<file path="src/design/grdc_pkg.sv">
// shared types and constants for the grid ray dda caster
package grdc_pkg;

  localparam int MAP_W_DEF = 64;
  localparam int MAP_H_DEF = 64;

  localparam int CFG_IDX_W = 4;
  localparam int CFG_DATA_W = 16;

  localparam logic [CFG_IDX_W-1:0] REG_POS_X        = 4'd0;
  localparam logic [CFG_IDX_W-1:0] REG_POS_Y        = 4'd1;
  localparam logic [CFG_IDX_W-1:0] REG_DIR_X        = 4'd2;
  localparam logic [CFG_IDX_W-1:0] REG_DIR_Y        = 4'd3;
  localparam logic [CFG_IDX_W-1:0] REG_PLANE_X      = 4'd4;
  localparam logic [CFG_IDX_W-1:0] REG_PLANE_Y      = 4'd5;
  localparam logic [CFG_IDX_W-1:0] REG_SCREEN_WIDTH = 4'd6;
  localparam logic [CFG_IDX_W-1:0] REG_TARGET_LAYER = 4'd7;

  localparam logic OP_WRITE = 1'b0;
  localparam logic OP_CAST  = 1'b1;

  // shared divider: numerator and divisor widths
  localparam int DIV_NW = 31;
  localparam int DIV_DW = 16;

  localparam int DELTA_W = 41;
  localparam int SD_W = 52;
  localparam int CAM_W = 27;
  localparam int PROD_W = 49;
  localparam logic [31:0] MIN_DIST = 32'd66;

  typedef struct packed {
    logic start;
    logic done;
  } div_ctl_t;

  typedef enum logic [4:0] {
    ST_CLEAR, ST_IDLE, ST_CAM_DIV, ST_CAM_WAIT,
    ST_MUL_X, ST_ADD_X, ST_MUL_Y, ST_ADD_Y,
    ST_RX_DIV, ST_RX_WAIT, ST_RY_DIV, ST_RY_WAIT,
    ST_SDX_MUL, ST_SDX_SET, ST_SDY_MUL, ST_SDY_SET,
    ST_CHECK, ST_STEP, ST_BOUND, ST_TEST, ST_DONE
  } state_t;

endpackage

</file>
<file path="src/design/grdc_div.sv">
// bit-serial restoring divider, one quotient bit per cycle
module grdc_div #(
  parameter int NW = grdc_pkg::DIV_NW,
  parameter int DW = grdc_pkg::DIV_DW
) (
  input  logic                clk,
  input  logic                rst_n,
  input  logic                start,
  input  logic [NW-1:0]       num,
  input  logic [DW-1:0]       den,
  output logic                done,
  output logic [NW-1:0]       quo
);
  localparam int CW = $clog2(NW + 1);

  logic [NW-1:0] q_r;
  logic [DW-1:0] rem_r;
  logic [DW-1:0] den_r;
  logic [CW-1:0] cnt_r;
  logic          run_r;
  logic          done_r;
  logic [DW:0]   trial;
  logic          fits;

  assign trial = {rem_r, q_r[NW-1]};
  assign fits  = trial >= {1'b0, den_r};

  always_ff @(posedge clk) begin
    if (!rst_n) begin
      run_r  <= 1'b0;
      done_r <= 1'b0;
      cnt_r  <= '0;
    end else begin
      done_r <= 1'b0;
      if (start) begin
        run_r <= 1'b1;
        cnt_r <= '0;
      end else if (run_r) begin
        cnt_r <= cnt_r + CW'(1);
        if (cnt_r == CW'(NW - 1)) begin
          run_r  <= 1'b0;
          done_r <= 1'b1;
        end
      end
    end
  end

  always_ff @(posedge clk) begin
    if (start) begin
      q_r   <= num;
      rem_r <= '0;
      den_r <= den;
    end else if (run_r) begin
      rem_r <= fits ? DW'(trial - {1'b0, den_r}) : trial[DW-1:0];
      q_r   <= {q_r[NW-2:0], fits};
    end
  end

  assign done = done_r;
  assign quo  = q_r;

  a_done_pulse: assert property (@(posedge clk) disable iff (!rst_n)
    done_r |=> !done_r) else $error("divider done longer than one cycle");
  a_run_after_start: assert property (@(posedge clk) disable iff (!rst_n)
    start |=> run_r) else $error("divider not running after start");
  a_done_ends_run: assert property (@(posedge clk) disable iff (!rst_n)
    done_r |-> !run_r) else $error("divider still running at done");
endmodule

</file>
<file path="config.mk">
export PLATFORM = sky130hd
export DESIGN_NAME = grdc_div
export DESIGN_NICKNAME = d
export VERILOG_FILES = /design/src/design/grdc_pkg.sv /design/src/design/grdc_div.sv
export SDC_FILE = /design/constraint.sdc
export NUM_CORES = 1
export LEC_CHECK = 0
export ABC_AREA = 1
export BUFFER_PORTS_ARGS = -buffer_cell sky130_fd_sc_hd__buf_4
export CAP_MARGIN = 25
export CORE_ASPECT_RATIO = 1.25
export CORE_MARGIN = 3
export CORE_UTILIZATION = 50
export DETAILED_ROUTE_END_ITERATION = 7
export HOLD_SLACK_MARGIN = 0.06
export PLACE_DENSITY = 0.75
export SETUP_SLACK_MARGIN = 0.5
export SYNTH_ARGS = -nofsm -noshare
export SYNTH_HDL_FRONTEND = slang
export SYNTH_SLANG_ARGS = --single-unit
</file>
<file path="constraint.sdc">
create_clock -name clk -period 1.9 [get_ports clk]
set_clock_uncertainty 0.1 [all_clocks]
set_input_delay 0.095 -clock clk [delete_from_list [all_inputs] [get_ports clk]]
set_output_delay 0.095 -clock clk [all_outputs]
set_load 0.005 [all_outputs]
</file>
==> metrics.yaml <==
status: "finished, violations left"
violations: "setup timing"
yosys.area.top_type_share: 0.348
required_ns: 2.03
row_count: 36
multi_input_area_mm2: 0.00236
grt_max_degree: 35
via_count: 4000
hpwl_mm: 7.21
ant_nets: 0
setup_violations: 8
finalHoldViolations: 0
port-buffer-count: 81
slew_headroom: 0.442
ys_ff_latch: 70
numCtsBuffers: 9
ys_seq_area_frac: 0.462
cts_sinks: 70
synthToLayoutAreaGrowth_pct: 53.7
clockBufferDepth: 2
cts.clk_slew.worst_paths_ns: 0.07
yosysMostFrequentCell: "nand2_1"
nets: 744
ir_worst_vdd_v: 0.000608
drive_above_1_share: 0.381
grt_pass1_wl_mm: 19.0
synth.cell_area_mm2: 0.00406
synth_commonest_cells: "218 x nand2_1, 60 x inv_1, 47 x edfxtp_1"
die_h_um: 107
gp_congestion: 0.863
cts-root-buf: "clkbuf_8"
wire_per_inst_um: 15.6
synth_cell_types: 35
start_util: 0.517
arrival_ns: 2.10
min_path_type: "input pin to flip-flop"
synth_edf_count: 47
cts_tree: "yes"
rsz0062_at_grt: "yes"
htree_levels: 3
min_period_ns: 1.97
fin_crit_sh: 1.03
register_area_mm2: 0.00187
fill_cells: 450
fmax_mhz: 509
coreArea_mm2: 0.00784
syn_nets: 577
worst-path-buf-inv: 3
n_antenna_cell: 0
dr.pass1.iters: 4
die_w_um: 86.6
synth.yosys.warnings: 0
groute.usage.overall: 0.262
total_power_mw: 3.77
async_reset_ff_frac: 0
regToRegStartpoint: "den_r[6]"
grt_overflow: 0
wl_mm: 12.1
fin_ws_ns: -0.0664
ys.flop_type: "edfxtp_1"
power.density_mw_per_mm2: 604
drt_iter0_markers: 249
power.static_leakage_nw: 3.03
vias_per_cell: 5.16
worstSetupEndpointType: "flip-flop"
cp_slowest_stage_delay_ns: 0.37
drc: 0
startpoint: "den_r[6]"
critPathLaunchType: "flip-flop"
cp_cell_sequence: "inv_2 > ha_4 > nand2_1 > nand2_2 > nand2_1 > nand2_1 > inv_2 > nand3_4 > nand2_8 > buf_6 > nand3b_1 > nand3_2 > nand2_1"
preCtsSetupSlack_ns: -0.0964
max_cap_violations: 0
synthCells: 508
ioPinCount: 82
die_area_mm2: 0.00923
cp_top_family: "simple AND/OR/NAND/NOR gates"
grt_pass1_vias: 4060
path_class: "flip-flop to flip-flop"
worst_pin_slew_ns: 0.834
maxSlewViolCount: 0
crit_path_top_delay_cell: "edfxtp_1"
synth.avg_cell_area_um2: 7.98
cpMostUsedCell: "nand2_1"
insertion_delay_ns: 0.34
yosys.area.top_type: "edfxtp_1"
crit_fanout: 8
synth_area_leaders: "edfxtp_1 35%, nand2_1 20%, dfxtp_1 11%"
antenna_found_initial: 0
min_from: "start"
## what timing repair did
item	CTS	global route
endpoints found under the setup margin	44	17
gates resized for setup	44	61
gates cloned	1	0
pin swaps	31	38
hold endpoints to repair	60	0
setup buffers	11	8
hold buffers	49	0
## cells by family (layout without fill, tap and decap cells)
family                     count (synthesis)  count (layout)  synth area share
xor gates and xnor gates                   6               6            0.0130
and+or+nand+nor                          315             316             0.352
DFF                                       70              70             0.462
AOI/OAI and AO/OA                         18              18            0.0284
adders and majority gates                 19              19            0.0605
buffers and inverters                     80             251            0.0842
## state kept, by name, summed over array words and instances (netlist names)
name	flops
done	1
run_r	1
rem_r	16
den_r	16
quo	31
cnt_r	5
## through the flow
stage | cells | instance area, µm² | utilization | hold WS (ns) | TNS, ns
floorplan | 508 | 4170 | - | 0.0939 | 0
global placement | 689 | 4950 | 0.632 | 0.174 | -1.30
detailed placement | 690 | 4970 | 0.634 | 0.175 | -1.15
CTS | 767 | 5920 | 0.755 | 0.124 | 0
global route | 775 | 6230 | 0.795 | 0.146 | -1.59
finish | 775 | 6230 | 0.795 | 0.144 | -0.164
## cell type report
| class | instances | share of cell area |
|---|---|---|
| flip-flops and latches | 70 | 0.301 |
| well taps | 95 | 0.0191 |
| clock buffers | 14 | 0.0229 |
| inverters | 66 | 0.0398 |
| multi-input cells | 359 | 0.379 |
| clock inverters | 2 | 0.00562 |
| repair buffers | 169 | 0.233 |
## report_power, final
| group | internal (mW) | switching (mW) | total [mW] |
|---|---|---|---|
| clock | 0.608 | 0.527 | 1.14 |
| sequential | 1.75 | 0.0648 | 1.81 |
| combinational | 0.421 | 0.394 | 0.815 |
| total | 2.78 | 0.986 | 3.77 |
## worst register-to-register path: stages, from the launching register on
cell,delay [ns]
edfxtp_1,0.37
inv_2,0.09
ha_4,0.22
nand2_1,0.10
nand2_2,0.08
nand2_1,0.07
nand2_1,0.07
inv_2,0.08
nand3_4,0.11
nand2_8,0.14
buf_6,0.14
nand3b_1,0.13
nand3_2,0.10
nand2_1,0.05
## layer usage
layer,part of all wire,global-route usage
met4,0.023,0.0891
met2,0.52,0.461
met5,0,0
met1,0.40,0.311
met3,0.058,0.0576
## cell usage in the layout, fill, tap and decap left out, types with 16 or more instances in the layout
cell | synthesis | layout
nand2_2 | 16 | 39
nand3b_1 | 17 | 17
dlygate4sd3_1 | 0 | 49
ha_4 | 0 | 16
buf_4 | 0 | 111
inv_2 | 5 | 25
nand3_2 | 3 | 17
nand2_1 | 218 | 184
edfxtp_1 | 47 | 47
inv_1 | 60 | 40
dfxtp_1 | 23 | 22
## final timing paths
check | to | slack [ns] | cells past startpoint
max | rem_r[5] | -0.07 | 13
min | den_r[6] | 0.14 | 2
max reg2reg | rem_r[5] | -0.07 | 13
min reg2reg | rem_r[13] | 0.39 | 2
Power figures use the tool's default switching activity.
